[config.mk]
export PLATFORM = sky130hd
export DESIGN_NAME = fnd_cfg
export DESIGN_NICKNAME = d
export VERILOG_FILES = /design/src/rtl/core/fnd_pkg.sv /design/src/rtl/core/fnd_cfg.sv
export SDC_FILE = /design/constraint.sdc
export NUM_CORES = 1
export LEC_CHECK = 0
export BUFFER_PORTS_ARGS = -buffer_cell sky130_fd_sc_hd__buf_2
export CORE_AREA = 2 2 121 123
export DETAILED_ROUTE_END_ITERATION = 12
export DIE_AREA = 0 0 123 125
export SLEW_MARGIN = 5
export SYNTH_ARGS = -nofsm -noshare
export SYNTH_HDL_FRONTEND = slang
export SYNTH_SLANG_ARGS = --single-unit
[constraint.sdc]
create_clock -name clk -period 8.1 [get_ports clk]
set_input_delay 1.215 -clock clk [delete_from_list [all_inputs] [get_ports clk]]
set_output_delay 1.215 -clock clk [all_outputs]
set_load 0.005 [all_outputs]
[src/rtl/core/fnd_pkg.sv]
// ----------------------------------------------------------------------------
// fnd_pkg
// Shared types, codes and helpers for the first-nonzero depth map.
// ----------------------------------------------------------------------------
package fnd_pkg;

    // Fixed limits of the volume geometry
    localparam int MAX_POINTS_DEFAULT = 65536;
    localparam int MAX_SLICES         = 4096;
    localparam int AXIS_MAX           = 256;

    // Field widths
    localparam int DEPTH_W = 13;
    localparam int COUNT_W = 17;
    localparam int CFG_W   = 13;
    localparam int PLANE_W = 16;

    typedef logic signed [DEPTH_W-1:0] fnd_depth_t;
    typedef logic [COUNT_W-1:0]        fnd_count_t;

    // Map entry for a point with no depth yet
    localparam fnd_depth_t DEPTH_UNFOUND = -13'sd1;

    // Input opcodes
    typedef enum logic [1:0] {
        OP_SAMPLE  = 2'd0,
        OP_READ    = 2'd1,
        OP_RESTART = 2'd2,
        OP_STATUS  = 2'd3
    } fnd_op_t;

    // Configuration register indexes
    typedef enum logic [1:0] {
        REG_PLANE_WIDTH  = 2'd0,
        REG_PLANE_HEIGHT = 2'd1,
        REG_SLICE_COUNT  = 2'd2,
        REG_NONE         = 2'd3
    } fnd_reg_t;

    // Controller states, one-hot
    typedef enum logic [2:0] {
        ST_SWEEP = 3'b001,
        ST_IDLE  = 3'b010,
        ST_EXEC  = 3'b100
    } fnd_state_t;

    // Effective volume sizes after clamping
    typedef struct packed {
        logic [COUNT_W-1:0] points;
        logic [DEPTH_W-1:0] slices;
    } fnd_size_t;

    // Address bits for a map of n entries
    function automatic int fnd_addr_bits(input int n);
        fnd_addr_bits = (n > 1) ? $clog2(n) : 1;
    endfunction

endpackage

[src/rtl/core/fnd_cfg.sv]
// ----------------------------------------------------------------------------
// fnd_cfg
// Geometry registers and the clamped point and slice totals.
// ----------------------------------------------------------------------------
module fnd_cfg #(
    parameter int MAX_POINTS = fnd_pkg::MAX_POINTS_DEFAULT
) (
    input  logic                     clk,
    input  logic                     rst_n,
    input  logic                     cfg_we,
    input  logic [1:0]               cfg_index,
    input  logic [fnd_pkg::CFG_W-1:0] cfg_data,
    output fnd_pkg::fnd_size_t       sizes
);
    import fnd_pkg::*;

    logic [8:0]  width_reg;
    logic [8:0]  height_reg;
    logic [12:0] slices_reg;

    logic [8:0]         width_c;
    logic [8:0]         height_c;
    logic [12:0]        slices_c;
    logic [COUNT_W-1:0] product;

    // Register writes
    always_ff @(posedge clk or negedge rst_n)
    begin
        if (!rst_n)
        begin
            width_reg  <= 9'd1;
            height_reg <= 9'd1;
            slices_reg <= 13'd1;
        end
        else if (cfg_we)
        begin
            unique case (fnd_reg_t'(cfg_index))
                REG_PLANE_WIDTH:  width_reg  <= cfg_data[8:0];
                REG_PLANE_HEIGHT: height_reg <= cfg_data[8:0];
                REG_SLICE_COUNT:  slices_reg <= cfg_data;
                default:          ;
            endcase
        end
    end

    // Clamp to legal ranges and form the totals
    always_comb
    begin
        width_c  = (width_reg == 9'd0) ? 9'd1 :
                   (width_reg > 9'(AXIS_MAX)) ? 9'(AXIS_MAX) : width_reg;
        height_c = (height_reg == 9'd0) ? 9'd1 :
                   (height_reg > 9'(AXIS_MAX)) ? 9'(AXIS_MAX) : height_reg;
        slices_c = (slices_reg == 13'd0) ? 13'd1 :
                   (slices_reg > 13'(MAX_SLICES)) ? 13'(MAX_SLICES) : slices_reg;
        product  = COUNT_W'(width_c) * COUNT_W'(height_c);

        sizes.points = (32'(product) > 32'(MAX_POINTS)) ? COUNT_W'(MAX_POINTS) : product;
        sizes.slices = slices_c;
    end

endmodule

==> run_results.csv, run 1 <==
group,metric,value,unit
routing,drc_errors,0,
timing,worst_slew_pin_slew,0.768,ns
synthesis,avgSynthCellArea,9.00,µm²
synthesis,yosys_warnings,0,
synthesis,synth_ff_type,"dfrtp_1",
final_layout,final_common_cell,"inv_1",
routing,vias_per_cell,4.64,
routing,vias,3197,
synthesis,ys_types,42,
synthesis,synth-edff-count,0,
min_path,hold_path.class,"flip-flop to flip-flop",
timing,rsz0062_at_grt,"no",
pwr,ir_worst_vdd,0.000160,V
cts,htreeDepth,2,
global_route,grt_antenna_before_repair,0,
synthesis,synth.area.mux_share,8.43,%
cts,postCtsHoldBufs,0,
final_layout,area_growth,13.7,%
cts,clkLatencyLatePin,0.27,ns
final_layout,n_antenna_cell,0,
floorplanning,die_y,125,µm
floorplanning,pin_count,48,
timing,drv_slew,0,
floorplanning,core.rowCount,44,
final_layout,drive_gt1_share,18.8,%
cts,clk_path_buf_depth,2,
worst_setup_path,reg2reg_to,"height_reg[8]",
worst_setup_path,crit_arrival,6.41,ns
timing,skew,0,ns
routing,ant_nets,0,
floorplanning,start_util,29.1,%
synthesis,yosysSeqAreaShare,18.8,%
synthesis,syn-cell-area,0.00414,mm²
synthesis,synthCells,460,
worst_setup_path,cp_data_required_time,6.88,ns
worst_setup_path,slowest_stage,"nor2_1",
timing,hold_viol,0,
global_route,grt_overflow_total,0,
worst_setup_path,path_buf_inv,3,
worst_setup_path,worstPathCellList,"nor4_1 > a21oi_1 > nor2_1 > nand2_1 > fa_1 > inv_1 > fa_1 > ha_1 > inv_1 > fa_1 > fa_1 > or4b_1 > a311oi_1 > o211ai_1 > a2111oi_0 > and4_1 > a41oi_4 > nor2b_1 > buf_2",
routing,post_drt_wl_per_cell,13.8,µm
final_layout,multiInputGateArea,0.00299,mm²
placement,port_buffers,47,
worst_setup_path,path_class,"flip-flop to output pin",
min_path,min_to,"slices_reg[9]",
timing,setup_tns,0,ns
timing,setup_viol,0,
routing,top_layer_used,"met4",
final_layout,nets,607,
min_path,worstHoldStart,"slices_reg[9]",
global_route,grt_max_degree,32,
routing,dr_wl_met3,453,µm
global_route,grt_pass1_wl,16100,µm
final_layout,largest_reg_flops,13,
min_path,min_path_cells,1,
worst_setup_path,cp_slowest_stage_delay,0.61,ns
worst_setup_path,reg2reg_depth,1,
synthesis,ys_seq_elements,31,
cts,cts_tree,"yes",
cts,post_cts_buffers,0,
worst_setup_path,worstPathMaxFanout,9,
timing,relSlewSlack,48.6,%
synthesis,synth_adder_area_share,34.6,%
worst_setup_path,r2r-start,"height_reg[8]",
worst_setup_path,cpMostUsedCell,"fa_1",
floorplanning,placeableCoreArea,0.0142,mm²
routing,wl_met1,4600,µm
floorplanning,die_w,123,µm
timing,period_share,94.1,%
placement,pre_cts_ws,0.788,ns
worst_setup_path,cp-end-kind,"output pin",
worst_setup_path,path_delay_family,"adder cells",
job,drv_cap,0,
cts,clk_pin_slew,0.05,ns
pwr,leakagePower,2.37,nW
routing,firstDrtPassIters,5,
placement,dpl.hpwl,7900,µm
global_route,gr-usage-all-layers,13.1,%
run_status,status,"finished, final reports clean",
timing,fmax,0.131,GHz
final_layout,register_area,779,µm²
routing,wl,9480,µm
synthesis,async_flop_share,100,%
synthesis,synthSimpleGateAreaFrac,20.1,%
timing,period_needed,7.62,ns
worst_setup_path,r2r_slack,6.99,ns
synthesis,synth_nets,563,
global_route,grt_pass1_vias,3359,
final_layout,final_cell_mix,"82 x inv_1, 49 x fa_1, 47 x buf_2",
cts,cts_sinks,31,
placement,place.gp.congestion,0.922,
worst_setup_path,cp_num_cells,19,
cts,cts_root_buf,"clkbuf_16",
worst_setup_path,start_kind,"flip-flop",
routing,drt-initial-drc-count,137,
routing,wl_met2,4290,µm
timing,setup_ws,0.479,ns
pwr,p_per_area,248,mW/mm²
cts,cts_made_buffers,5,
final_layout,n_fill_cell,1506,
synthesis,synth_top_family_by_area,"adder cells",
synthesis,synth_xor_xnor_area_share,2.96,%
cts,ctsResizeCount,0,
synthesis,synth_compound_area_share,6.17,%
floorplanning,dieArea,0.0154,mm²
## final cells by class
class,count,area share [%]
Clock buffer,7,3.03
Clock inverter,1,0.106
Inverter,82,6.54
Multi-Input combinational cell,335,63.6
Sequential cell,31,16.6
Tap cell,184,4.89
Timing Repair Buffer,49,5.32
## routing by layer
metal | vias up | global-route usage, %
li1 | 1538 | -
met1 | 1540 | 18.4
met2 | 107 | 21.3
met3 | 12 | 1.73
met4 | 0 | 3.68
met5 | - | 0
## kinds of logic after synthesis
kind of cell	count (synthesis)
AOI/OAI and AO/OA	36
xor gates and xnor gates	14
adders and majority gates	85
buffers and inverters	94
DFF	31
muxes	31
and+or+nand+nor	169
## synth_stat cells (3+ instances only)
cell type | instances | share of area, %
inv_1 | 82 | 7.4
fa_1 | 49 | 24
nand2_1 | 46 | 4.2
nor2_1 | 46 | 4.2
ha_1 | 36 | 11
mux2_2 | 31 | 8.4
nor2b_1 | 30 | 4.5
dfrtp_1 | 28 | 17
nand2b_1 | 14 | 2.1
and2_1 | 12 | 1.8
a21oi_1 | 9 | 1.1
clkbuf_1 | 9 | 0.82
xnor2_1 | 8 | 1.7
o21ai_0 | 7 | 0.85
xor2_1 | 6 | 1.3
nor3_1 | 4 | 0.48
nor4_1 | 4 | 0.60
a21o_1 | 3 | 0.54
dfstp_2 | 3 | 1.9
o21bai_1 | 3 | 0.54
or2_2 | 3 | 0.45
## power by group
group | switching [mW] | internal, mW
Combinational | 0.439 | 0.318
Clock | 0.0640 | 0.122
Sequential | 0.0406 | 0.187
Total | 0.544 | 0.626
## stage by stage
stage / instance area [µm²] / hold slack, ns / std cells / util (%) / power, mW
6_report: 4710 / 0.533 / 689 / 33.1 / 1.17
3_5_place_dp: 4560 / 0.520 / 681 / 32.1 / 0.986
4_1_cts: 4710 / 0.532 / 689 / 33.1 / 1.18
3_3_place_gp: 4560 / 0.513 / 681 / 32.1 / 0.969
2_1_floorplan: 4140 / 0.494 / 460 / - / 0.784
5_1_grt: 4710 / 0.550 / 689 / 33.1 / 1.30
## worst max-delay path by stage
| stage | startpoint | end | slack (ns) |
|---|---|---|---|
| CTS | height_reg[7] | sizes[16] | 0.47 |
| global route | height_reg[7] | sizes[14] | 0.08 |
| finish | height_reg[7] | sizes[16] | 0.48 |
| detailed placement | height_reg[7] | sizes[16] | 0.79 |
| floorplan | height_reg[7] | sizes[14] | 1.69 |
| global placement | height_reg[7] | sizes[14] | 0.79 |
No activity file was read; power rests on OpenSTA's default activity.
==> run 2: changes to the inputs <==
==> constraint.sdc (replaced) <==
create_clock -name clk -period 8.1 [get_ports clk]
set_input_delay 0.81 -clock clk [delete_from_list [all_inputs] [get_ports clk]]
set_output_delay 0.81 -clock clk [all_outputs]
set_load 0.005 [all_outputs]
==> run_results.csv, run 2 (synthesized netlist as in run 1, its figures left out) <==
group,metric,value,unit
cts,cts_sinks,31,
floorplanning,pin_count,48,
final_layout,largest_reg_flops,13,
final_layout,final_cells,689,
timing,period_share,89.4,%
final_layout,n_antenna_cell,0,
timing,fmax,0.138,GHz
timing,hold_viol,0,
cts,ctsResizeCount,0,
floorplanning,start_util,29.1,%
timing,worst_slew_pin_slew,0.774,ns
pwr,p_per_area,250,mW/mm²
final_layout,final_cell_mix,"82 x inv_1, 49 x fa_1, 47 x buf_2",
timing,skew,0,ns
routing,vias,3155,
worst_setup_path,cp_data_required_time,7.29,ns
cts,post_cts_buffers,0,
timing,rsz0062_at_grt,"no",
timing,relSlewSlack,48.2,%
cts,postCtsHoldBufs,0,
worst_setup_path,start_kind,"flip-flop",
pwr,total_power,1.18,mW
routing,vias_per_cell,4.58,
final_layout,drive_gt1_share,18.8,%
cts,cts_made_buffers,5,
cts,clk_pin_slew,0.05,ns
routing,ant_nets,0,
placement,dpl.hpwl,7980,µm
global_route,grt_pass1_vias,3405,
pwr,ir_worst_vdd,0.000165,V
worst_setup_path,cp-end-kind,"output pin",
worst_setup_path,worstPathMaxFanout,9,
routing,firstDrtPassIters,4,
floorplanning,die_w,123,µm
min_path,hold_path.class,"flip-flop to flip-flop",
placement,port_buffers,47,
global_route,grt_pass1_wl,16300,µm
cts,cts_root_buf,"clkbuf_16",
routing,post_drt_wl_per_cell,13.9,µm
worst_setup_path,crit_arrival,6.43,ns
global_route,grt_antenna_before_repair,0,
pwr,leakagePower,2.37,nW
global_route,gr-usage-all-layers,13.3,%
cts,cts_tree,"yes",
floorplanning,core.rowCount,44,
routing,wl,9600,µm
placement,place.gp.congestion,0.922,
cts,clk_path_buf_depth,2,
floorplanning,die_y,125,µm
timing,holdWs,0.533,ns
global_route,grt_max_degree,32,
timing,setup_viol,0,
timing,period_needed,7.24,ns
floorplanning,placeableCoreArea,0.0142,mm²
floorplanning,dieArea,0.0154,mm²
final_layout,utilization,33.1,%
routing,drt-initial-drc-count,177,
cts,htreeDepth,2,
final_layout,area_growth,13.7,%
final_layout,final_common_cell,"inv_1",
timing,setup_tns,0,ns
placement,dp_cells,681,
final_layout,nets,607,
run_status,status,"finished, final reports clean",
routing,drc_errors,0,
timing,drv_slew,0,
global_route,grt_overflow_total,0,
worst_setup_path,path_class,"flip-flop to output pin",
cts,clkLatencyLatePin,0.27,ns
job,drv_cap,0,
==> run 2: worst paths after layout <==
path                          startpoint              to  slack, ns  depth (start not counted)
setup / recovery           height_reg[7]       sizes[14]       0.86                         19
hold / removal             slices_reg[9]   slices_reg[9]       0.53                          1
setup reg to reg           height_reg[8]   height_reg[8]       6.97                          1
hold reg to reg            slices_reg[9]   slices_reg[9]       0.53                          1
max in group asynchronous          rst_n  slices_reg[12]       7.10                          1
min in group asynchronous          rst_n   slices_reg[7]       0.57                          1
==> run 2: worst max-delay path, cell delays in order (launching register included) <==
cell and delay [ns]:
dfrtp_1 0.42, nor4_1 0.29, a21oi_1 0.15, nor2_1 0.61, nand2_1 0.16, fa_1 0.50, inv_1 0.05, fa_1 0.46
ha_1 0.30, inv_1 0.05, fa_1 0.54, fa_1 0.58, or4b_1 0.48, a311oi_1 0.27, o211ai_1 0.12, a2111oi_0 0.37
and4_1 0.30, a41oi_4 0.20, nor2b_1 0.18, buf_2 0.13
==> run 2: cell type report <==
| type | count | area [µm²] |
|---|---|---|
| clock inverter | 1 | 5.00 |
| fill | 1503 | 9500 |
| multi-input combinational | 335 | 2990 |
| timing repair buffer | 49 | 250 |
| clock buffer | 7 | 143 |
| sequential | 31 | 779 |
| tap | 184 | 230 |
| inverter | 82 | 308 |
==> run 2: report_power, final <==
part | total (mW) | switching, mW | internal (mW)
combinational | 0.762 | 0.442 | 0.320
clock | 0.186 | 0.0642 | 0.122
sequential | 0.227 | 0.0408 | 0.187
==> run 2: metal layers <==
layer / global-route usage [%] / part of all wire (%) / up-vias
li1: - / - / 1530
met3: 1.87 / 5.1 / 12
met2: 21.4 / 45 / 95
met4: 3.68 / 1.6 / 0
met1: 18.5 / 48 / 1518
met5: 0 / 0 / -
==> run 2: metrics by stage <==
step	instance area [µm²]	setup WS, ns
after floorplan	4140	2.10
after detailed placement	4560	1.19
final	4710	0.860
after global routing	4710	0.438
after CTS	4710	0.874
after global placement	4560	1.20
==> run 3: changes to the inputs <==
--- a/config.mk
+++ b/config.mk
@@ -6,9 +6,9 @@
 export NUM_CORES = 1
 export LEC_CHECK = 0
 export BUFFER_PORTS_ARGS = -buffer_cell sky130_fd_sc_hd__buf_2
-export CORE_AREA = 2 2 121 123
+export CORE_AREA = 3 3 122 124
 export DETAILED_ROUTE_END_ITERATION = 12
-export DIE_AREA = 0 0 123 125
+export DIE_AREA = 0 0 125 127
 export SLEW_MARGIN = 5
 export SYNTH_ARGS = -nofsm -noshare
 export SYNTH_HDL_FRONTEND = slang
==> run_results.csv, run 3 (synthesized netlist as in run 1, its figures left out) <==
group,metric,value,unit
timing,relSlewSlack,49.3,%
run_status,status,"finished, final reports clean",
final_layout,largest_reg_flops,13,
worst_setup_path,cp-end-kind,"output pin",
min_path,worstHoldStart,"slices_reg[4]",
floorplanning,die_y,127,µm
routing,wl,9470,µm
worst_setup_path,path_delay_family,"adder cells",
worst_setup_path,cp_slowest_stage_delay,0.60,ns
pwr,intPower,0.634,mW
worst_setup_path,path_buf_inv,3,
timing,period_needed,7.31,ns
worst_setup_path,reg2reg_to,"width_reg[8]",
cts,clk_pin_slew,0.05,ns
pwr,clkPwrFrac,16.5,%
worst_setup_path,cp_data_required_time,7.29,ns
final_layout,fin_area,0.00470,mm²
routing,drt-initial-drc-count,150,
floorplanning,die_w,125,µm
floorplanning,dieArea,0.0159,mm²
min_path,min_to,"slices_reg[4]",
worst_setup_path,r2r_slack,6.98,ns
worst_setup_path,r2r-start,"width_reg[8]",
cts,cts_made_buffers,5,
floorplanning,pin_count,48,
placement,dpl.hpwl,8020,µm
cts,postCtsHoldBufs,0,
final_layout,final_cell_mix,"82 x inv_1, 49 x fa_1, 47 x buf_2",
pwr,pwr-share-seq,19.2,%
cts,cts_sinks,31,
timing,worst_slew_pin_slew,0.758,ns
placement,place.gp.congestion,0.896,
worst_setup_path,worstPathMaxFanout,9,
global_route,grt_antenna_before_repair,0,
timing,period_share,90.2,%
timing,drv_slew,0,
routing,vias_per_cell,4.65,
routing,post_drt_wl_per_cell,13.8,µm
worst_setup_path,slowest_stage,"nor2_1",
cts,clk_path_buf_depth,2,
final_layout,final_common_cell,"inv_1",
worst_setup_path,reg2reg_depth,1,
final_layout,area_growth,13.6,%
timing,holdWs,0.525,ns
final_layout,n_antenna_cell,0,
min_path,hold_path.class,"flip-flop to flip-flop",
routing,firstDrtPassIters,4,
placement,port_buffers,47,
global_route,grt_max_degree,32,
routing,vias,3180,
timing,fmax,0.137,GHz
floorplanning,start_util,29.8,%
cts,cts_tree,"yes",
cts,htreeDepth,2,
cts,ctsResizeCount,0,
timing,skew,0,ns
global_route,grt_overflow_total,0,
global_route,grt_pass1_wl,16400,µm
routing,ant_nets,0,
timing,hold_viol,0,
timing,setup_tns,0,ns
cts,cts_root_buf,"clkbuf_16",
global_route,grt_pass1_vias,3365,
worst_setup_path,start_kind,"flip-flop",
timing,rsz0062_at_grt,"no",
worst_setup_path,cpMostUsedCell,"fa_1",
placement,dpl-instance-area,0.00455,mm²
pwr,ir_worst_vdd,0.000148,V
pwr,p_per_area,250,mW/mm²
pwr,power_switching,0.543,mW
worst_setup_path,path_class,"flip-flop to output pin",
pwr,p_sw_share,46.1,%
timing,setup_viol,0,
pwr,combPwrFrac,64.3,%
cts,clkLatencyLatePin,0.28,ns
pwr,total_power,1.18,mW
pwr,leakagePower,2.37,nW
final_layout,drive_gt1_share,18.7,%
worst_setup_path,worstPathCellList,"nor4_1 > a21oi_1 > nor2_1 > nand2_1 > fa_1 > inv_1 > fa_1 > ha_1 > inv_1 > fa_1 > fa_1 > or4b_1 > a311oi_1 > o211ai_1 > a2111oi_0 > and4_1 > a41oi_4 > nor2b_1 > buf_2",
global_route,gr-usage-all-layers,12.3,%
floorplanning,placeableCoreArea,0.0139,mm²
routing,drc_errors,0,
job,drv_cap,0,
final_layout,nets,606,
worst_setup_path,crit_arrival,6.50,ns
floorplanning,core.rowCount,43,
min_path,min_path_cells,1,
cts,post_cts_buffers,0,
==> run 3: per-layer routing <==
metal  GRT usage (%)  share of wire [%]  wire length, µm
met5               0                  0                0
met4            3.32                1.6              153
met3            1.67                5.4              508
met2            20.5                 46             4340
met1            17.0                 47             4470
==> run 3: worst max path at each step <==
stage,start,cells past startpoint,end
floorplan,height_reg[7],18,sizes[14]
global placement,height_reg[7],19,sizes[21]
detailed placement,height_reg[7],19,sizes[16]
CTS,height_reg[7],19,sizes[16]
global route,height_reg[7],19,sizes[16]
finish,height_reg[7],19,sizes[16]
==> run 3: cell type report <==
cell class / instances / area (µm²)
Fill cell: 1467 / 9180
Multi-Input combinational cell: 335 / 2990
Sequential cell: 31 / 779
Inverter: 82 / 308
Timing Repair Buffer: 48 / 243
Tap cell: 180 / 225
Clock buffer: 8 / 156
==> run 3: metrics by stage <==
stage | cells | util [%] | setup WS [ns]
after floorplan | 460 | - | 2.10
after global placement | 676 | 32.8 | 1.18
after detailed placement | 676 | 32.8 | 1.12
after CTS | 684 | 33.9 | 0.815
after global routing | 684 | 33.9 | 0.475
final | 684 | 33.9 | 0.794
==> run 3: power groups by stage <==
stage | logic, mW | clock network, mW | registers (mW)
3_3_place_gp | 0.744 | 0 | 0.226
3_5_place_dp | 0.758 | 0 | 0.228
4_1_cts | 0.766 | 0.198 | 0.226
5_1_grt | 0.873 | 0.207 | 0.232
6_report | 0.757 | 0.194 | 0.226
2_1_floorplan | 0.577 | 0 | 0.207
