==> src/rtl/core/fnd_pkg.sv <==
// ----------------------------------------------------------------------------
// fnd_pkg
// Shared types, codes and helpers for the first-nonzero depth map.
// ----------------------------------------------------------------------------
package fnd_pkg;

    // Fixed limits of the volume geometry
    localparam int MAX_POINTS_DEFAULT = 65536;
    localparam int MAX_SLICES         = 4096;
    localparam int AXIS_MAX           = 256;

    // Field widths
    localparam int DEPTH_W = 13;
    localparam int COUNT_W = 17;
    localparam int CFG_W   = 13;
    localparam int PLANE_W = 16;

    typedef logic signed [DEPTH_W-1:0] fnd_depth_t;
    typedef logic [COUNT_W-1:0]        fnd_count_t;

    // Map entry for a point with no depth yet
    localparam fnd_depth_t DEPTH_UNFOUND = -13'sd1;

    // Input opcodes
    typedef enum logic [1:0] {
        OP_SAMPLE  = 2'd0,
        OP_READ    = 2'd1,
        OP_RESTART = 2'd2,
        OP_STATUS  = 2'd3
    } fnd_op_t;

    // Configuration register indexes
    typedef enum logic [1:0] {
        REG_PLANE_WIDTH  = 2'd0,
        REG_PLANE_HEIGHT = 2'd1,
        REG_SLICE_COUNT  = 2'd2,
        REG_NONE         = 2'd3
    } fnd_reg_t;

    // Controller states, one-hot
    typedef enum logic [2:0] {
        ST_SWEEP = 3'b001,
        ST_IDLE  = 3'b010,
        ST_EXEC  = 3'b100
    } fnd_state_t;

    // Effective volume sizes after clamping
    typedef struct packed {
        logic [COUNT_W-1:0] points;
        logic [DEPTH_W-1:0] slices;
    } fnd_size_t;

    // Address bits for a map of n entries
    function automatic int fnd_addr_bits(input int n);
        fnd_addr_bits = (n > 1) ? $clog2(n) : 1;
    endfunction

endpackage

==> src/rtl/core/fnd_if.sv <==
// ----------------------------------------------------------------------------
// fnd_if
// Valid/ready channels carrying request and result beats of the depth map.
// ----------------------------------------------------------------------------
interface fnd_req_if;
    import fnd_pkg::*;

    logic        valid;
    logic        ready;
    logic [1:0]  opcode;
    logic [31:0] sample_bits;
    logic [15:0] read_index;

    modport source (output valid, output opcode, output sample_bits,
                    output read_index, input ready);
    modport sink   (input valid, input opcode, input sample_bits,
                    input read_index, output ready);
endinterface

interface fnd_rsp_if;
    import fnd_pkg::*;

    logic       valid;
    logic       ready;
    fnd_depth_t depth_found;
    fnd_count_t found_count;
    logic       all_found;
    logic       volume_done;

    modport source (output valid, output depth_found, output found_count,
                    output all_found, output volume_done, input ready);
    modport sink   (input valid, input depth_found, input found_count,
                    input all_found, input volume_done, output ready);
endinterface

==> src/rtl/core/fnd_ctrl.sv <==
// ----------------------------------------------------------------------------
// fnd_ctrl
// Sequencer: clearing sweep, map read-modify-write, counters, result register.
// ----------------------------------------------------------------------------
module fnd_ctrl #(
    parameter int MAX_POINTS = fnd_pkg::MAX_POINTS_DEFAULT,
    parameter int AW         = fnd_pkg::fnd_addr_bits(MAX_POINTS)
) (
    input  logic                clk,
    input  logic                rst_n,
    input  fnd_pkg::fnd_size_t  sizes,
    fnd_req_if.sink             req,
    fnd_rsp_if.source           rsp,
    output logic                ram_rd_en,
    output logic [AW-1:0]       ram_raddr,
    input  fnd_pkg::fnd_depth_t ram_rdata,
    output logic                ram_we,
    output logic [AW-1:0]       ram_waddr,
    output fnd_pkg::fnd_depth_t ram_wdata
);
    import fnd_pkg::*;

    localparam logic [AW-1:0] SWEEP_LAST = AW'(MAX_POINTS - 1);

    fnd_state_t          state_reg, state_next;
    logic [AW-1:0]       sweep_addr_reg, sweep_addr_next;

    // Beat captured at acceptance
    fnd_op_t             op_reg;
    logic                nonzero_reg;
    logic                idx_ok_reg;

    // Volume state
    logic [PLANE_W-1:0]  plane_pos_reg, plane_pos_next;
    logic [DEPTH_W-1:0]  slice_pos_reg, slice_pos_next;
    fnd_count_t          found_reg, found_next;
    logic                finished_reg, finished_next;

    // Result register
    logic                out_valid_reg, out_valid_next;
    fnd_depth_t          depth_reg, depth_next;
    fnd_count_t          count_reg, count_next;
    logic                all_reg, all_next;
    logic                done_reg, done_next;

    logic                accept;
    logic                out_free;
    logic                exec_go;
    logic                map_we;
    logic [COUNT_W-1:0]  pos_ext;
    logic [COUNT_W-1:0]  pos_inc;

    assign req.ready = (state_reg == ST_IDLE);
    assign accept    = req.valid && req.ready;
    assign out_free  = !out_valid_reg || rsp.ready;
    assign exec_go   = (state_reg == ST_EXEC) && out_free;

    // Map read issued with the accepted beat
    assign ram_rd_en = accept;
    assign ram_raddr = (fnd_op_t'(req.opcode) == OP_READ) ? AW'(req.read_index)
                                                          : AW'(plane_pos_reg);

    // Map write: sweep, or the sample update
    assign ram_we    = (state_reg == ST_SWEEP) || map_we;
    assign ram_waddr = (state_reg == ST_SWEEP) ? sweep_addr_reg : AW'(plane_pos_reg);
    assign ram_wdata = (state_reg == ST_SWEEP) ? DEPTH_UNFOUND : fnd_depth_t'(slice_pos_reg);

    // Step logic
    always_comb
    begin
        state_next      = state_reg;
        sweep_addr_next = sweep_addr_reg;
        plane_pos_next  = plane_pos_reg;
        slice_pos_next  = slice_pos_reg;
        found_next      = found_reg;
        finished_next   = finished_reg;
        out_valid_next  = out_valid_reg && !rsp.ready;
        depth_next      = depth_reg;
        count_next      = count_reg;
        all_next        = all_reg;
        done_next       = done_reg;
        map_we          = 1'b0;
        pos_ext         = COUNT_W'(plane_pos_reg);
        pos_inc         = sizes.points;

        unique case (state_reg)
            ST_SWEEP:
            begin
                if (sweep_addr_reg == SWEEP_LAST)
                begin
                    state_next = ST_IDLE;
                end
                else
                begin
                    sweep_addr_next = sweep_addr_reg + 1'b1;
                end
            end

            ST_IDLE:
            begin
                if (accept)
                begin
                    state_next = ST_EXEC;
                end
            end

            ST_EXEC:
            begin
                if (exec_go)
                begin
                    state_next = ST_IDLE;
                    depth_next = '0;

                    unique case (op_reg)
                        OP_SAMPLE:
                        begin
                            if (!finished_reg)
                            begin
                                if (slice_pos_reg >= sizes.slices || found_reg >= sizes.points)
                                begin
                                    finished_next = 1'b1;
                                end
                                else
                                begin
                                    if (pos_ext < sizes.points)
                                    begin
                                        if (ram_rdata == DEPTH_UNFOUND && nonzero_reg)
                                        begin
                                            map_we     = 1'b1;
                                            found_next = found_reg + 1'b1;
                                        end
                                        pos_inc = pos_ext + 1'b1;
                                    end
                                    // end of slice
                                    if (pos_inc >= sizes.points)
                                    begin
                                        plane_pos_next = '0;
                                        slice_pos_next = slice_pos_reg + 1'b1;
                                    end
                                    else
                                    begin
                                        plane_pos_next = pos_inc[PLANE_W-1:0];
                                    end
                                    finished_next = (found_next >= sizes.points) ||
                                                    (slice_pos_next >= sizes.slices);
                                end
                            end
                        end

                        OP_READ:
                        begin
                            depth_next = idx_ok_reg ? ram_rdata : DEPTH_UNFOUND;
                        end

                        OP_RESTART:
                        begin
                            plane_pos_next  = '0;
                            slice_pos_next  = '0;
                            found_next      = '0;
                            finished_next   = 1'b0;
                            sweep_addr_next = '0;
                            state_next      = ST_SWEEP;
                        end

                        OP_STATUS: ;
                    endcase

                    out_valid_next = 1'b1;
                    count_next     = found_next;
                    all_next       = (found_next >= sizes.points);
                    done_next      = finished_next;
                end
            end

            default:
            begin
                state_next = ST_SWEEP;
            end
        endcase
    end

    // Control registers
    always_ff @(posedge clk or negedge rst_n)
    begin
        if (!rst_n)
        begin
            state_reg      <= ST_SWEEP;
            sweep_addr_reg <= '0;
            plane_pos_reg  <= '0;
            slice_pos_reg  <= '0;
            found_reg      <= '0;
            finished_reg   <= 1'b0;
            out_valid_reg  <= 1'b0;
        end
        else
        begin
            state_reg      <= state_next;
            sweep_addr_reg <= sweep_addr_next;
            plane_pos_reg  <= plane_pos_next;
            slice_pos_reg  <= slice_pos_next;
            found_reg      <= found_next;
            finished_reg   <= finished_next;
            out_valid_reg  <= out_valid_next;
        end
    end

    // Payload registers
    always_ff @(posedge clk)
    begin
        if (accept)
        begin
            op_reg      <= fnd_op_t'(req.opcode);
            nonzero_reg <= |req.sample_bits[30:0];
            idx_ok_reg  <= (32'(req.read_index) < 32'(MAX_POINTS));
        end
        depth_reg <= depth_next;
        count_reg <= count_next;
        all_reg   <= all_next;
        done_reg  <= done_next;
    end

    assign rsp.valid       = out_valid_reg;
    assign rsp.depth_found = depth_reg;
    assign rsp.found_count = count_reg;
    assign rsp.all_found   = all_reg;
    assign rsp.volume_done = done_reg;

endmodule

==> src/flat_wrapper.sv <==
// flat-port wrapper written by rule: the top's interface ports become plain ports
module fnd_ctrl_flat import fnd_pkg::*;
#(
    parameter int MAX_POINTS = fnd_pkg::MAX_POINTS_DEFAULT,
    parameter int AW         = fnd_pkg::fnd_addr_bits(MAX_POINTS)
)
  (clk, rst_n, sizes, ram_rd_en, ram_raddr, ram_rdata, ram_we, ram_waddr, ram_wdata, req_valid, req_opcode, req_sample_bits, req_read_index, req_ready, rsp_valid, rsp_depth_found, rsp_found_count, rsp_all_found, rsp_volume_done, rsp_ready);
  fnd_req_if req_i ();
  fnd_rsp_if rsp_i ();
  input  logic clk;
  input  logic rst_n;
  input  fnd_pkg::fnd_size_t sizes;
  output logic ram_rd_en;
  output logic [AW-1:0] ram_raddr;
  input  fnd_pkg::fnd_depth_t ram_rdata;
  output logic ram_we;
  output logic [AW-1:0] ram_waddr;
  output fnd_pkg::fnd_depth_t ram_wdata;
  input wire logic [$bits(req_i.valid)-1:0] req_valid;
  input wire logic [$bits(req_i.opcode)-1:0] req_opcode;
  input wire logic [$bits(req_i.sample_bits)-1:0] req_sample_bits;
  input wire logic [$bits(req_i.read_index)-1:0] req_read_index;
  output wire logic [$bits(req_i.ready)-1:0] req_ready;
  output wire logic [$bits(rsp_i.valid)-1:0] rsp_valid;
  output wire logic [$bits(rsp_i.depth_found)-1:0] rsp_depth_found;
  output wire logic [$bits(rsp_i.found_count)-1:0] rsp_found_count;
  output wire logic [$bits(rsp_i.all_found)-1:0] rsp_all_found;
  output wire logic [$bits(rsp_i.volume_done)-1:0] rsp_volume_done;
  input wire logic [$bits(rsp_i.ready)-1:0] rsp_ready;
  assign req_i.valid = req_valid;
  assign req_i.opcode = req_opcode;
  assign req_i.sample_bits = req_sample_bits;
  assign req_i.read_index = req_read_index;
  assign req_ready = req_i.ready;
  assign rsp_valid = rsp_i.valid;
  assign rsp_depth_found = rsp_i.depth_found;
  assign rsp_found_count = rsp_i.found_count;
  assign rsp_all_found = rsp_i.all_found;
  assign rsp_volume_done = rsp_i.volume_done;
  assign rsp_i.ready = rsp_ready;
  fnd_ctrl #(.MAX_POINTS(MAX_POINTS), .AW(AW)) u_core (.clk(clk), .rst_n(rst_n), .sizes(sizes), .req(req_i), .rsp(rsp_i), .ram_rd_en(ram_rd_en), .ram_raddr(ram_raddr), .ram_rdata(ram_rdata), .ram_we(ram_we), .ram_waddr(ram_waddr), .ram_wdata(ram_wdata));
endmodule
==> config.mk <==
export PLATFORM = sky130hd
export DESIGN_NAME = fnd_ctrl_flat
export DESIGN_NICKNAME = d
export VERILOG_FILES = /design/src/rtl/core/fnd_pkg.sv /design/src/rtl/core/fnd_if.sv /design/src/rtl/core/fnd_ctrl.sv /design/src/flat_wrapper.sv
export SDC_FILE = /design/constraint.sdc
export NUM_CORES = 1
export LEC_CHECK = 0
export BUFFER_PORTS_ARGS = -buffer_cell sky130_fd_sc_hd__buf_2
export CAP_MARGIN = 10
export CORE_MARGIN = 2
export CORE_UTILIZATION = 52
export DETAILED_ROUTE_END_ITERATION = 6
export GPL_ROUTABILITY_DRIVEN = 1
export PLACE_DENSITY = 0.76
export SLEW_MARGIN = 25
export SYNTH_ARGS = -nofsm -noshare
export SYNTH_HDL_FRONTEND = slang
export SYNTH_SLANG_ARGS = --single-unit
==> constraint.sdc <==
create_clock -name clk -period 6.8 [get_ports clk]
set_input_delay 1.36 -clock clk [delete_from_list [all_inputs] [get_ports clk]]
set_output_delay 1.36 -clock clk [all_outputs]
set_load 0.01 [all_outputs]
==> results.py, run 1 <==
metrics = {
    "yosys": {
        "synth_nets": 1251,
        "yosys.area.top_type": "dfrtp_1",
        "synth_seq_cells": 102,
        "syn_avg_cell_area_um2": 8.635,
        "ys.flop_type": "dfrtp_1",
        "synth.area.top_cells": "dfrtp_1 (18%), ha_1 (16%), edfxtp_1 (12%)",
        "yosysSeqAreaShare": 0.3036,
        "netlist_instances": 1041,
        "synthArstFlopShare": 0.6569,
        "synth_area_um2": 8989,
        "yosysTopAreaCellShare": 0.1837,
        "synth_warnings": 0,
        "synth-edff-count": 35,
        "yosysUniqueCellTypes": 71,
    },
    "critical_path": {
        "worst_ep_required_time_ps": 6920,
        "cpLargestDelayFamily": "simple AND/OR/NAND/NOR gates",
        "startpoint_type": "primary input",
        "slowest_delay_ps": 580,
        "slowest_stage": "or4_4",
        "cp_data_arrival_time_ps": 6690,
        "critical_path.max_fanout": 6,
        "path_class": "primary input to register",
        "crit_path_end_kind": "register",
        "worst-path-buf-inv": 6,
    },
    "timing": {
        "worstMarginPinSlew_ps": 1018,
        "timing.fmax_ghz": 0.1520,
        "slew_violations": 0,
        "max_slew_margin": 0.3214,
        "min_period_over_period": 0.9672,
        "fin_crit_ps": 6577,
        "fin_skew_ps": 13.33,
        "setup_violations": 0,
        "finalHoldViolations": 0,
    },
    "drt": {
        "antenna_left": 0,
        "dr_total_vias": 8885,
        "drt_first_pass_iters": 5,
        "drc": 0,
        "drtIter0Drc": 724,
        "wire_per_inst_um": 18.10,
        "avgViaCountPerCell": 6.032,
        "wl_mm": 26.65,
    },
    "job": {
        "cap_violations": 0,
    },
    "power_and_ir_drop": {
        "power_mw": 2.126,
        "p_leak_nw": 5.207,
        "power.density_nw_per_um2": 197.7,
        "vdd_ir_drop_max_mv": 0.1390,
    },
    "worst_hold_path": {
        "hp-class": "register to register",
    },
    "status": {
        "status": "finished, final reports clean",
    },
    "global_routing": {
        "grt_max_degree": 68,
        "grt_pass1_wl_mm": 41.69,
        "grt_usage": 0.2894,
        "grt_pass1_vias": 8099,
        "grt-ovfl-total": 0,
        "antenna_found_initial": 1,
    },
    "placement": {
        "dp_hpwl_mm": 20.00,
        "io_buffers": 176,
        "gp_congestion": 0.9359,
        "place_area_um2": 10380,
    },
    "floorplanning": {
        "io_pins": 178,
        "rows": 48,
        "chipWidth_um": 135.5,
        "initial_core_util": 0.5251,
        "dieArea_um2": 18350,
        "core_area_um2": 17120,
        "die_h_um": 135.5,
    },
    "clocking": {
        "clk_pin_slew_worst_paths_ps": 80,
        "insertion_delay_ps": 370,
        "htree_levels": 3,
        "numCtsBuffers": 9,
        "cts_root_buffer": "clkbuf_16",
        "clockBufferDepth": 2,
        "tritoncts": "built",
        "clock_sinks": 102,
    },
    "final_layout": {
        "fin_area_um2": 10750,
        "finalNetCount": 1452,
        "areaGrowthSynthToFinish_pct": 19.63,
        "layout-drive-gt1-share": 0.2518,
    },
}
==> Yosys cell counts (9+ instances only) <==
master      n
or4_1      10
nand2b_1   15
clkbuf_1   34
nor3_1     13
ha_1      113
a22o_1     17
edfxtp_1   35
nor4_1     14
nand3_1    47
nand4_1    37
o211ai_1   19
nor2_1     63
a21o_1     13
nor2b_1     9
inv_1      56
xnor2_1    29
buf_2       9
a211oi_1   10
mux2_2     19
dfrtp_1    66
nand2_1   141
xor2_1     18
and3_1     16
o21ai_0    51
or3_1      14
and2_1     16
or2_2      10
a21oi_1    47
==> placed cells by master, fill, tap and decap left out, types with 5 or more instances in the layout <==
cell type / netlist / layout
buf_2: 9 / 176
nand2_1: 141 / 141
ha_1: 113 / 113
dfrtp_1: 66 / 66
nor2_1: 63 / 62
buf_4: 1 / 58
inv_1: 56 / 56
nand3_1: 47 / 47
o21ai_0: 51 / 46
a21oi_1: 47 / 45
nand4_1: 37 / 37
edfxtp_1: 35 / 35
xnor2_1: 29 / 29
o211ai_1: 19 / 19
mux2_2: 19 / 19
xor2_1: 18 / 18
a22o_1: 17 / 17
and3_1: 16 / 16
and2_1: 16 / 16
nand2b_1: 15 / 15
nor4_1: 14 / 14
a21o_1: 13 / 13
nor3_1: 13 / 13
or3_1: 14 / 13
or2_2: 10 / 10
or4_1: 10 / 10
o21ai_1: 5 / 10
clkbuf_16: 0 / 9
and4_1: 8 / 8
a211oi_1: 10 / 8
o21a_1: 8 / 8
nor2b_1: 9 / 8
a211o_1: 7 / 7
a311o_1: 5 / 5
==> layout make-up <==
cell class                 instances  area (um^2)
fill                            1450         6364
multi-input combinational        835         5887
sequential                       102         2729
timing repair buffer             238         1361
tap                              225        281.5
clock buffer                       9        225.2
inverter                          56        210.2
clock inverter                     7        56.30
antenna                            1        2.502
==> final timing paths <==
path,slack (ps),startpoint,end,cells after the start
max,220,sizes[28],u_core.rsp.volume_done$_DFFE_PP_,27
min reg2reg,530,u_core.finished_reg$_DFFE_PN0P_,u_core.finished_reg$_DFFE_PN0P_,2
min,530,u_core.finished_reg$_DFFE_PN0P_,u_core.finished_reg$_DFFE_PN0P_,2
max in group asynchronous,4980,rst_n,u_core.plane_pos_reg[13]$_DFFE_PN0P_,2
min in group asynchronous,1200,rst_n,u_core.plane_pos_reg[6]$_DFFE_PN0P_,2
max reg2reg,830,u_core.plane_pos_reg[14]$_DFFE_PN0P_,u_core.rsp.volume_done$_DFFE_PP_,25
==> power breakdown <==
| group | total [mW] | internal [mW] | switching (mW) | leakage [nW] |
|---|---|---|---|---|
| Combinational | 0.795 | 0.309 | 0.486 | 3.85 |
| Sequential | 0.813 | 0.717 | 0.0952 | 1.21 |
| Clock | 0.518 | 0.254 | 0.264 | 0.139 |
| Total | 2.13 | 1.28 | 0.845 | 5.21 |
==> through the flow <==
step	utilization	instances	hold WS [ps]	TNS, ps	worst slack [ps]
finish	0.6282	1473	534.4	0	222.8
global route	0.6281	1472	566.0	-35.06	-35.06
CTS	0.6230	1470	545.6	0	57.41
detailed placement	0.6066	1454	514.7	-452.5	-288.5
global placement	0.6066	1454	499.1	-379.9	-248.1
floorplan	-	1041	472.1	0	323.0
==> worst reg2reg max path, delay by kind of cell, from the launching register on <==
kind                     cells  cell delay, ps
flip-flops                   1             490
AO/OA/AOI/OAI                6            1030
AND/OR/NAND/NOR             11            2450
buffers and inverters        4             570
multiplexers                 1             340
adder cells (fa/ha/maj)      3             840
==> timing repair <==
| item | in CTS | in global routing |
|---|---|---|
| setup buffers | 0 | 1 |
| resized for setup | 0 | 17 |
| endpoints found under the setup margin | 0 | 2 |
| endpoints found under the hold margin | 0 | 0 |
| hold buffers | 0 | 0 |
==> logic make-up after synthesis <==
kind of cell               synth area share
and+or+nand+nor                      0.2556
AOI/OAI and AO/OA                    0.1644
adders and majority gates            0.1573
buffers and inverters               0.04844
DFF                                  0.3036
xor gates and xnor gates            0.04580
muxes                               0.02492
==> metal layers <==
layer,routed length (um),track usage,vias up
li1,-,-,4237
met1,11090,0.3778,4150
met2,12620,0.4870,437
met3,2107,0.04564,61
met4,837,0.1053,0
met5,0,0,-
Power figures use the tool's default switching activity.
==> inputs of run 2 (changes only) <==
Settings changed: CORE_ASPECT_RATIO from default to 1.25.
==> run 2 against run 1 <==
Compared with the run above:
- hold slack improved by 1.8 ps
- global-route usage grew 0.63 points
- register-to-register slack gained 50 ps
- non-clock buffer count fell by 9
- combinational power is essentially flat
- critical path depth shrank 2
- core utilization up 0.68 points
- count of clock-buffer cells in the layout grew 4
- sequential share of layout area up 0.14 points
- design area is 0.53% lower
- clock skew about the same
- fmax rose by 0.59%
==> results.py, run 2 (synthesis gave the netlist of run 1 again) <==
metrics = {
    "power_and_ir_drop": {
        "p_seq_frac": 0.376,
        "vdd_ir_drop_max_mv": 0.1724,
        "p_switching_mw": 0.8357,
        "p_sw_frac": 0.3901,
        "p_clk_frac": 0.253,
        "p_leak_nw": 5.180,
        "p_comb_frac": 0.371,
        "p_int_mw": 1.307,
        "power.density_nw_per_um2": 200.3,
    },
    "clocking": {
        "htree_levels": 3,
        "clk_pin_slew_worst_paths_ps": 80,
        "cts_root_buffer": "clkbuf_16",
        "clockBufferDepth": 2,
        "insertion_delay_ps": 370,
        "tritoncts": "built",
        "clock_sinks": 102,
        "numCtsBuffers": 9,
    },
    "drt": {
        "dr_total_vias": 8885,
        "wire_per_inst_um": 18.61,
        "antenna_left": 0,
        "drtIter0Drc": 660,
        "avgViaCountPerCell": 6.090,
        "drt_first_pass_iters": 6,
        "drc": 0,
        "wl_mm": 27.16,
    },
    "final_layout": {
        "fin_area_um2": 10700,
        "layout_common_cells": "buf_2 (176), nand2_1 (141), ha_1 (113), dfrtp_1 (66), nor2_1 (62)",
        "utilization": 0.6350,
        "mostFrequentLayoutCell": "buf_2",
        "nFillCells": 1486,
        "layout-drive-gt1-share": 0.2447,
        "finalNetCount": 1443,
        "areaGrowthSynthToFinish_pct": 18.99,
    },
    "global_routing": {
        "grt_pass1_vias": 8378,
        "antenna_found_initial": 1,
        "grt_pass1_wl_mm": 42.26,
        "grt-ovfl-total": 0,
        "grt_max_degree": 68,
        "grt_usage": 0.2957,
    },
    "timing": {
        "max_slew_margin": 0.3622,
        "finalHoldViolations": 0,
        "setup_violations": 0,
        "worstMarginPinSlew_ps": 956.7,
        "fin_ws_ps": 261.2,
        "fin_crit_ps": 6539,
        "min_period_over_period": 0.9616,
        "fin_skew_ps": 13.02,
        "timing.fmax_ghz": 0.1529,
        "slew_violations": 0,
        "rsz0062_at_grt": "no",
    },
    "worst_hold_path": {
        "hp-class": "register to register",
        "whs_path_depth": 2,
        "min_from": "u_core.finished_reg$_DFFE_PN0P_",
        "hold_path_end": "u_core.finished_reg$_DFFE_PN0P_",
    },
    "critical_path": {
        "startpoint_type": "primary input",
        "slowest_stage": "or4_4",
        "ff2ff_setup_slack_ps": 880,
        "worst-path-buf-inv": 5,
        "worst_ep_required_time_ps": 6910,
        "critical_path.max_fanout": 9,
        "cp_data_arrival_time_ps": 6650,
        "r2r_end": "u_core.rsp.volume_done$_DFFE_PP_",
        "r2r_start": "u_core.plane_pos_reg[15]$_DFFE_PN0P_",
        "path_class": "primary input to register",
        "reg2regPathDepth": 23,
        "slowest_delay_ps": 580,
        "crit_path_end_kind": "register",
        "cpLargestDelayFamily": "simple AND/OR/NAND/NOR gates",
    },
    "placement": {
        "dp_slack_ps": -308.1,
        "dp_hpwl_mm": 20.63,
        "gp_congestion": 0.9179,
        "place_area_um2": 10350,
        "io_buffers": 176,
    },
    "floorplanning": {
        "dieArea_um2": 18360,
        "io_pins": 178,
        "initial_core_util": 0.5337,
        "core_area_um2": 16840,
        "rows": 53,
        "chipWidth_um": 121.6,
        "die_h_um": 151.0,
    },
    "job": {
        "cap_violations": 0,
    },
    "status": {
        "status": "finished, final reports clean",
    },
}
## run 2: changes by cell type in the layout (fill, tap and decap cells not counted), sizes merged
| cell | delta |
|---|---|
| clkinvlp | -1 |
| inv | -1 |
| buf | -9 |
| clkinv | -2 |
| clkbuf | +4 |
## run 2: worst max-delay path by stage
stage                   start                               end  slack [ps]  depth (start not counted)
finish              sizes[28]  u_core.rsp.volume_done$_DFFE_PP_         260                         25
global route        sizes[28]  u_core.rsp.volume_done$_DFFE_PP_          40                         24
CTS                 sizes[28]  u_core.rsp.volume_done$_DFFE_PP_          50                         25
floorplan           sizes[28]  u_core.rsp.volume_done$_DFFE_PP_         320                         22
detailed placement  sizes[28]  u_core.rsp.volume_done$_DFFE_PP_        -310                         25
global placement    sizes[28]  u_core.rsp.volume_done$_DFFE_PP_        -200                         25
## run 2: power groups by stage
| stage | clock network (mW) | registers [mW] | logic, mW |
|---|---|---|---|
| floorplan | 0 | 0.796 | 0.498 |
| global placement | 0 | 0.812 | 0.763 |
| detailed placement | 0 | 0.815 | 0.779 |
| CTS | 0.537 | 0.803 | 0.786 |
| global route | 0.558 | 0.817 | 0.879 |
| finish | 0.541 | 0.805 | 0.796 |
## run 2: cell type report
cell class / count / area [um^2] / share of cell area
Antenna cell: 1 / 2.502 / 0.0002340
Timing Repair Buffer: 229 / 1308 / 0.1222
Clock buffer: 13 / 271.5 / 0.02539
Multi-Input combinational cell: 835 / 5876 / 0.5494
Sequential cell: 102 / 2729 / 0.2551
Tap cell: 220 / 275.3 / 0.02574
Clock inverter: 3 / 23.77 / 0.002223
Inverter: 56 / 210.2 / 0.01965
## run 2: layer usage
metal | part of all wire | wire length, um | track usage
met2 | 0.49 | 13180 | 0.5073
met3 | 0.067 | 1812 | 0.03125
met5 | 0 | 0 | 0
met4 | 0.053 | 1437 | 0.1724
met1 | 0.40 | 10730 | 0.3594
## run 2: through the flow
stage | setup TNS, ps | instances | hold slack, ps | power [mW]
after global placement | -228.9 | 1441 | 512.1 | 1.575
final | 0 | 1459 | 536.2 | 2.142
after CTS | 0 | 1457 | 536.6 | 2.125
after detailed placement | -482.6 | 1441 | 522.6 | 1.594
after floorplan | 0 | 1041 | 472.1 | 1.294
after global routing | 0 | 1458 | 580.1 | 2.254
## run 2: tightest hold or removal path: stages (launching register included)
cell and delay [ps]:
dfrtp_1 380, nand2_1 50, o21ai_0 60
## run 2: timing repair
item / CTS / global route
setup endpoints to repair: 0 / 2
resized for setup: 0 / 8
hold buffers: 0 / 0
endpoints found under the hold margin: 0 / 0
buffers inserted: 0 / 0
==> inputs of run 3 (changes only) <==
Settings changed: CORE_UTILIZATION 52 to 30, PLACE_DENSITY 0.76 to default.
==> run 3 against run 2 <==
Compared with the run above:
- critical path depth fell by 2
- first-iteration DRC count down 21%
- worst setup slack lost 6.1 ps
- clock skew decreased by 4.2 ps
- fmax about the same
- core utilization fell by 26 points
- design area rose by 2.7%
- non-clock buffer count is 8 higher
- clock power is 3% higher
- register-to-register slack about the same
- die area is 71% higher
- via count decreased by 2.4%
==> results.py, run 3 (synthesis gave the netlist of run 1 again) <==
metrics = {
    "final_layout": {
        "fin_area_um2": 10980,
        "areaGrowthSynthToFinish_pct": 22.16,
        "utilization": 0.3742,
        "nFillCells": 2990,
        "finalNetCount": 1451,
        "mostFrequentLayoutCell": "buf_2",
        "layout_common_cells": "buf_2 (176), nand2_1 (141), ha_1 (113), dfrtp_1 (66), nor2_1 (62)",
        "layout-drive-gt1-share": 0.2488,
    },
    "clocking": {
        "clk_pin_slew_worst_paths_ps": 70,
        "cts_setup_buffers": 0,
        "htree_levels": 3,
        "numCtsBuffers": 9,
        "clockBufferDepth": 2,
        "tritoncts": "built",
        "ctsHoldBuffers": 0,
        "clock_sinks": 102,
        "cts_root_buffer": "clkbuf_16",
        "insertion_delay_ps": 370,
    },
    "critical_path": {
        "worst_path_most_repeated_cell": "ha_1",
        "cp_data_arrival_time_ps": 6650,
        "cpLargestDelayFamily": "simple AND/OR/NAND/NOR gates",
        "slowest_delay_ps": 580,
        "path_cells": "buf_2 -> inv_1 -> ha_1 -> nand4b_1 -> or3_4 -> or4_4 -> nand4_4 -> buf_4 -> o21ai_0 -> ha_1 -> o21ai_0 -> a2111oi_2 -> a211oi_2 -> a21o_1 -> buf_4 -> or3_1 -> xnor2_1 -> ha_1 -> and4_1 -> a211oi_1 -> nand4_1 -> nor4_2 -> o21ai_1",
        "critical_path.max_fanout": 9,
        "path_class": "primary input to register",
        "startpoint_type": "primary input",
        "crit_path_end_kind": "register",
        "worst-path-buf-inv": 4,
        "worst_ep_required_time_ps": 6900,
        "slowest_stage": "or4_4",
    },
    "drt": {
        "drtIter0Drc": 524,
        "drc": 0,
        "dr_total_vias": 8671,
        "avgViaCountPerCell": 5.278,
        "wire_per_inst_um": 18.52,
        "antenna_left": 0,
        "wl_mm": 30.43,
        "drt_first_pass_iters": 5,
    },
    "floorplanning": {
        "dieArea_um2": 31370,
        "initial_core_util": 0.3064,
        "rows": 70,
        "io_pins": 178,
        "core_area_um2": 29340,
        "chipWidth_um": 158.8,
        "die_h_um": 197.5,
    },
    "global_routing": {
        "grt_usage": 0.1924,
        "grt-ovfl-total": 0,
        "antenna_found_initial": 1,
        "grt_pass1_wl_mm": 47.36,
        "grt_pass1_vias": 8430,
        "grt_max_degree": 68,
    },
    "timing": {
        "finalHoldViolations": 0,
        "timing.fmax_ghz": 0.1528,
        "fin_skew_ps": 8.851,
        "slew_violations": 0,
        "max_slew_margin": 0.3473,
        "fin_crit_ps": 6545,
        "min_period_over_period": 0.9625,
        "worstMarginPinSlew_ps": 975.4,
        "setup_violations": 0,
    },
    "placement": {
        "gp_congestion": 0.9097,
        "place_area_um2": 10620,
        "dp_hpwl_mm": 23.43,
        "io_buffers": 176,
    },
    "power_and_ir_drop": {
        "vdd_ir_drop_max_mv": 0.1269,
        "p_leak_nw": 5.216,
        "power.density_nw_per_um2": 200.1,
    },
    "status": {
        "status": "finished, final reports clean",
    },
    "worst_hold_path": {
        "hp-class": "register to register",
    },
    "job": {
        "cap_violations": 0,
    },
}
## run 3: timing repair
action	4_1_cts	5_1_grt
setup endpoints to repair	1	2
cloned	0	0
hold endpoints to repair	0	0
resized for setup	1	11
pin swaps	0	4
## run 3: worst reg2reg max path, cell delays in order, from the launching register on
cell       delay (ps)
dfrtp_1           480
ha_1              350
nand4b_1          150
or3_4             420
or4_4             580
nand4_4           180
buf_4             170
o21ai_0           140
ha_1              300
o21ai_0           130
a2111oi_2         410
a211oi_2          120
a21o_1            240
buf_4             190
or3_1             410
xnor2_1           150
ha_1              290
and4_1            190
a211oi_1          230
nand4_1           120
nor4_2            280
o21ai_1           120
## run 3: final timing paths
path,slack [ps],startpoint,end,cells after the start
max,260,sizes[28],u_core.rsp.volume_done$_DFFE_PP_,23
min,520,u_core.finished_reg$_DFFE_PN0P_,u_core.finished_reg$_DFFE_PN0P_,2
max reg2reg,880,u_core.plane_pos_reg[15]$_DFFE_PN0P_,u_core.rsp.volume_done$_DFFE_PP_,21
min reg2reg,520,u_core.finished_reg$_DFFE_PN0P_,u_core.finished_reg$_DFFE_PN0P_,2
max in group asynchronous,5180,rst_n,u_core.plane_pos_reg[4]$_DFFE_PN0P_,2
min in group asynchronous,1100,rst_n,u_core.slice_pos_reg[5]$_DFFE_PN0P_,2
## run 3: cell type report
class / instances / area [um^2] / area share
multi-input combinational: 835 / 5876 / 0.5351
sequential: 102 / 2729 / 0.2485
timing repair buffer: 237 / 1359 / 0.1237
clock buffer: 14 / 296.5 / 0.02701
tap: 396 / 495.5 / 0.04512
inverter: 56 / 210.2 / 0.01914
antenna: 1 / 2.502 / 0.0002279
clock inverter: 2 / 12.51 / 0.001139
## run 3: metal layers
layer	vias to the layer above	GRT usage	routed length [um]
met1	4187	0.2419	13130
met3	49	0.02540	1180
li1	4220	-	-
met2	215	0.3351	15230
met5	-	0	0
met4	0	0.07509	883
## run 3: report_power, final
group / switching [mW] / internal (mW) / total (mW)
clock: 0.253 / 0.303 / 0.556
combinational: 0.529 / 0.320 / 0.849
sequential: 0.0745 / 0.718 / 0.792
total: 0.856 / 1.34 / 2.20
## run 3: per-stage QoR
step / worst slack, ps / power [mW] / hold WS, ps / setup TNS [ps] / cells
3_5_place_dp: -407.0 / 1.643 / 505.1 / -732.3 / 1625
3_3_place_gp: -401.3 / 1.629 / 502.9 / -714.5 / 1625
4_1_cts: 20.39 / 2.203 / 521.2 / 0 / 1641
2_1_floorplan: 323.0 / 1.294 / 472.1 / 0 / 1041
5_1_grt: -8.900 / 2.342 / 561.0 / -8.900 / 1643
6_report: 255.0 / 2.197 / 522.6 / 0 / 1643
